`src/rtl/bpfa_pkg.sv`:
```
// ----------------------------------------------------------------------------
// bpfa_pkg
// Shared types and constants of the bitmap page frame allocator: sizes,
// request codes, register index and the controller/datapath interface.
// ----------------------------------------------------------------------------
`default_nettype none

package bpfa_pkg;

  // store geometry
  localparam int MAX_FRAMES  = 16384;
  localparam int STORE_BYTES = MAX_FRAMES / 8;
  localparam int ROW_W       = 64;
  localparam int ROWS        = MAX_FRAMES / ROW_W;
  localparam int ROW_AW      = $clog2(ROWS);
  localparam int BIT_AW      = $clog2(ROW_W);

  // field widths
  localparam int FRAME_W = 14;
  localparam int COUNT_W = 15;
  localparam int BYTES_W = 12;

  // configuration port
  localparam int DATA_W = 32;
  localparam int ADDR_W = 3;
  localparam logic REG_BITMAP_BYTES = 1'b0;

  // request codes
  typedef enum logic [1:0] {
    REQ_ALLOC   = 2'd0,
    REQ_FREE    = 2'd1,
    REQ_RESERVE = 2'd2,
    REQ_RELEASE = 2'd3
  } req_t;

  // commands from the controller
  typedef struct packed {
    logic accept;
    logic load_row;
    logic alloc_next_row;
    logic bit_next;
    logic alloc_take;
    logic range_step;
    logic write_back;
    logic set_fail;
    logic out_load;
  } cmd_t;

  // status back to the controller
  typedef struct packed {
    logic is_alloc;
    logic is_free;
    logic is_reserve;
    logic count_bad;
    logic start_oor;
    logic count_zero;
    logic row_any_free;
    logic alloc_last_row;
    logic alloc_bit_ok;
    logic bit_taken;
    logic walk_last;
    logic row_end;
    logic out_free;
  } stat_t;

endpackage

`default_nettype wire

```
`src/rtl/bpfa_ctrl.sv`:
```
// ----------------------------------------------------------------------------
// bpfa_ctrl
// Request sequencer: decodes a transaction, steps the row scan or the frame
// walk, schedules write-backs and hands the result to the output register.
// ----------------------------------------------------------------------------
`default_nettype none

module bpfa_ctrl (
  input  wire logic            clk,
  input  wire logic            rst_n,
  input  wire logic            in_valid,
  output logic                 in_stall,
  input  wire bpfa_pkg::stat_t stat,
  output bpfa_pkg::cmd_t       cmd
);

  typedef enum logic [8:0] {
    S_IDLE    = 9'b000000001,
    S_DECODE  = 9'b000000010,
    S_RD      = 9'b000000100,
    S_LOAD    = 9'b000001000,
    S_ABIT    = 9'b000010000,
    S_WALK    = 9'b000100000,
    S_WB_NEXT = 9'b001000000,
    S_WB_LAST = 9'b010000000,
    S_DONE    = 9'b100000000
  } state_t;

  state_t state_r, state_nxt;

  assign in_stall = (state_r != S_IDLE);

  // next state and commands
  always_comb begin
    state_nxt = state_r;
    cmd       = '0;
    case (state_r)
      S_IDLE: begin
        if (in_valid) begin
          cmd.accept = 1'b1;
          state_nxt  = S_DECODE;
        end
      end
      S_DECODE: begin
        if (stat.is_alloc) begin
          if (stat.count_bad) begin
            cmd.set_fail = 1'b1;
            state_nxt    = S_DONE;
          end else begin
            state_nxt = S_LOAD;
          end
        end else if (stat.start_oor) begin
          cmd.set_fail = 1'b1;
          state_nxt    = S_DONE;
        end else if (stat.is_free) begin
          if (stat.count_bad) begin
            cmd.set_fail = 1'b1;
            state_nxt    = S_DONE;
          end else begin
            state_nxt = S_LOAD;
          end
        end else if (stat.count_zero) begin
          state_nxt = S_DONE;
        end else begin
          state_nxt = S_LOAD;
        end
      end
      S_RD: begin
        state_nxt = S_LOAD;
      end
      S_LOAD: begin
        cmd.load_row = 1'b1;
        if (stat.is_alloc) begin
          if (stat.row_any_free) begin
            state_nxt = S_ABIT;
          end else if (stat.alloc_last_row) begin
            cmd.set_fail = 1'b1;
            state_nxt    = S_DONE;
          end else begin
            cmd.alloc_next_row = 1'b1;
            state_nxt          = S_RD;
          end
        end else begin
          state_nxt = S_WALK;
        end
      end
      S_ABIT: begin
        if (stat.alloc_bit_ok) begin
          cmd.alloc_take = 1'b1;
          state_nxt      = S_WB_LAST;
        end else begin
          cmd.bit_next = 1'b1;
        end
      end
      S_WALK: begin
        if (stat.is_reserve && stat.bit_taken) begin
          cmd.set_fail = 1'b1;
          state_nxt    = S_WB_LAST;
        end else begin
          cmd.range_step = 1'b1;
          if (stat.walk_last) begin
            state_nxt = S_WB_LAST;
          end else if (stat.row_end) begin
            state_nxt = S_WB_NEXT;
          end
        end
      end
      S_WB_NEXT: begin
        // the next row is read while the old one is written back
        cmd.write_back = 1'b1;
        state_nxt      = S_LOAD;
      end
      S_WB_LAST: begin
        cmd.write_back = 1'b1;
        state_nxt      = S_DONE;
      end
      S_DONE: begin
        if (stat.out_free) begin
          cmd.out_load = 1'b1;
          state_nxt    = S_IDLE;
        end
      end
      default: begin
        state_nxt = S_IDLE;
      end
    endcase
  end

  // state register
  always_ff @(posedge clk) begin
    if (!rst_n) begin
      state_r <= S_IDLE;
    end else begin
      state_r <= state_nxt;
    end
  end

endmodule

`default_nettype wire

```
`config.mk`:
```
export PLATFORM = sky130hd
export DESIGN_NAME = bpfa_ctrl
export DESIGN_NICKNAME = d
export VERILOG_FILES = /design/src/rtl/bpfa_pkg.sv /design/src/rtl/bpfa_ctrl.sv
export SDC_FILE = /design/constraint.sdc
export NUM_CORES = 1
export LEC_CHECK = 0
export BUFFER_PORTS_ARGS = -buffer_cell sky130_fd_sc_hd__buf_4
export CAP_MARGIN = 40
export CORE_UTILIZATION = 35
export CTS_CLUSTER_DIAMETER = 120
export DETAILED_ROUTE_END_ITERATION = 16
export GPL_TIMING_DRIVEN = 0
export PLACE_DENSITY_LB_ADDON = 0.05
export SETUP_SLACK_MARGIN = 0.1
export SYNTH_ARGS = -nofsm -noshare
export SYNTH_HDL_FRONTEND = slang
export SYNTH_SLANG_ARGS = --single-unit
```
`constraint.sdc`:
```
create_clock -name clk -period 2.22 [get_ports clk]
set_input_delay 0.444 -clock clk [delete_from_list [all_inputs] [get_ports clk]]
set_output_delay 0.444 -clock clk [all_outputs]
set_load 0.02 [all_outputs]
```
==> results.cfg <==
[run_status]
outcome = finished with violations
violations = setup timing

[sta]
period_needed_ns = 2.60
rsz0062_at_grt = true
tightest_slew_ns = 0.555
timing.fmax_mhz = 385
hold_viol = 0
hold_slack_ns = 0.445
skew_ns = 0.00789
finalSetupTns_ns = -1.79
relSlewSlack_pct = 62.6
setup_slack_ns = -0.377
timing.final.crit_share_pct = 117
drv_slew = 0
final-setup-viol-count = 10

[cells_and_area]
drive_above_1_share_pct = 55.5
largest_register_ffs = 9
final_util_pct = 69.8
area.growth.synth_to_final_pct = 81.1
final_nets = 154
top_register = state_r
layout_commonest_cell = buf_4
final_cell_mix = 34 x buf_4, 13 x buf_6, 6 x nand2_1, 6 x dfxtp_1
diodes = 0
fin_area_sq_um = 1260
top_regs = state_r x9
final_cells = 162

[drt]
drt_first_pass_iters = 4
routedWlPerCell_um = 13.8
routed_wl_um = 2230
via_per_inst = 5.39
vias = 873
drt-initial-drc-count = 29
drc = 0
ant_nets = 0

[critical_path]
worstPathMaxFanout = 5
critical-path-top-delay-family = simple AND/OR/NAND/NOR gates
crit_path_end_kind = output pin
cp_slowest_stage_delay_ns = 0.52
timing.rr.start = state_r[3]$_SDFFE_PN0P_
critPathLaunchType = register
arrival_ns = 2.15
critPathSlowestCell = or4_4
worstPathCellList = buf_6 -> or4_4 -> buf_6 -> or4_4 -> o211ai_1 -> buf_4
crit_type = reg2out
r2r_end = state_r[5]$_SDFFE_PN0P_
rrSetupSlack_ns = -0.13
worstRegToRegCells = 8
path_buf_inv = 3
worstPathRequired_ns = 1.78

[min_path]
hold_depth = 2
hp-class = in2reg
hold_path_startpoint = rst_n
min_to = state_r[4]$_SDFFE_PN0P_

[clock_tree]
path_clk_slew_ns = 0.07
cts.htree.levels = 1
clk_latency_ns = 0.26
hold_buffers = 0
clk_path_buf_depth = 2
numCtsBuffers = 3
clockRootBuffer = clkbuf_4
cts_tree = built
clock_sinks = 9

[die]
die_w_um = 46.5
rows = 15
die_area_sq_um = 2170
io_pins = 26
die_h_um = 46.5
start_util_pct = 38.5
core_area_sq_um = 1800

[synth]
synthDistinctLibCells = 35
avgSynthCellArea_sq_um = 7.63
synth_seq_area_share_pct = 25.9
syn_nets = 107
synth-main-ff-cell = dfxtp_1
async_flop_share_pct = 0
synth_edf_count = 0
syn_area_sq_um = 694
synth_seq_cells = 9
netlist_instances = 91
synth-warning-count = 0

[placed_design]
placed_cells = 141
place_area_sq_um = 933
gp_congestion = 0.772
io_buffers = 25
hpwl_um = 1440

[pwr]
leakagePower_nw = 0.520
power_density_nw_per_um2 = 336
ir_drop_mv = 0.287

[job]
cap_violations = 0

[grt]
grt_usage_pct = 21.7
antenna_found_initial = 0
grt_max_degree = 10
grt_overflow = 0
grt_pass1_vias = 753
grt_pass1_wl_um = 3210
[per-layer routing]
layer  track usage, %  vias to the layer above  routed length (um)
met1             28.4                      397                1010
met5                0                        -                   0
met3             3.53                        2                 101
li1                 -                      437                   -
met2             35.0                       37                1090
met4             8.82                        0                  25
[power breakdown]
group / switching, W / internal [W]
sequential: 0.00000435 / 0.000166
clock: 0.0000580 / 0.0000692
combinational: 0.0000671 / 0.0000580
total: 0.000129 / 0.000293
[kinds of logic (layout without fill, tap and decap cells)]
kind of cell | count (synthesis) | in the layout | synth area share [%]
buffers and inverters | 10 | 56 | 7.93
AO/OA/AOI/OAI | 24 | 24 | 23.2
AND/OR/NAND/NOR | 45 | 45 | 39.1
flip-flops | 9 | 9 | 25.9
XOR/XNOR | 3 | 3 | 3.78
[synthesized netlist by cell type, types with 3 or more instances]
master    number  area share, %
dfxtp_1        9             26
nor4_1         7            6.3
a21oi_1        6            4.3
nand2_1        6            3.2
nor3_1         5            3.6
inv_1          4            2.2
nand2b_1       4            3.6
o21ai_0        4            2.9
nor2_1         3            1.6
nor2b_1        3            2.7
o21a_1         3            3.2
[cell type report]
type,instances,area [sq um]
timing repair buffer,44,368
fill,143,544
inverter,4,15.0
tap,25,31.3
multi-input combinational,72,596
sequential,9,184
buffer,4,37.5
clock buffer,4,26.3
[per-stage QoR]
step | worst slack (ns) | power, W
after floorplan | -0.175 | 0.000225
after global placement | -0.188 | 0.000269
after detailed placement | -0.173 | 0.000270
after CTS | -0.428 | 0.000404
after global routing | -0.462 | 0.000448
final | -0.377 | 0.000422
[worst register-to-register path, cell delays in order, from the launching register on]
cell and delay (ns):
dfxtp_2 0.31, buf_6 0.12, or4_4 0.52, buf_6 0.14, or4_4 0.45, buf_4 0.16
buf_6 0.11, or3_4 0.36, a21oi_2 0.13
[worst max-delay path by stage]
stage / from / endpoint / slack (ns) / cells past startpoint
after detailed placement: state_r[3]$_SDFFE_PN0P_ / cmd[1] / -0.17 / 6
after global placement: state_r[2]$_SDFFE_PN0P_ / cmd[1] / -0.19 / 7
final: state_r[3]$_SDFFE_PN0P_ / cmd[1] / -0.38 / 6
after CTS: state_r[2]$_SDFFE_PN0P_ / cmd[1] / -0.43 / 6
after floorplan: state_r[2]$_SDFFE_PN0P_ / cmd[1] / -0.17 / 5
after global routing: state_r[3]$_SDFFE_PN0P_ / cmd[1] / -0.46 / 6
[timing repair]
| item | in CTS | in global routing |
|---|---|---|
| endpoints found under the setup margin | 8 | 15 |
| gates resized for setup | 20 | 18 |
| pin swaps | 5 | 13 |
| setup buffers | 9 | 12 |
Note: power is estimated with default switching activity, not from simulation.
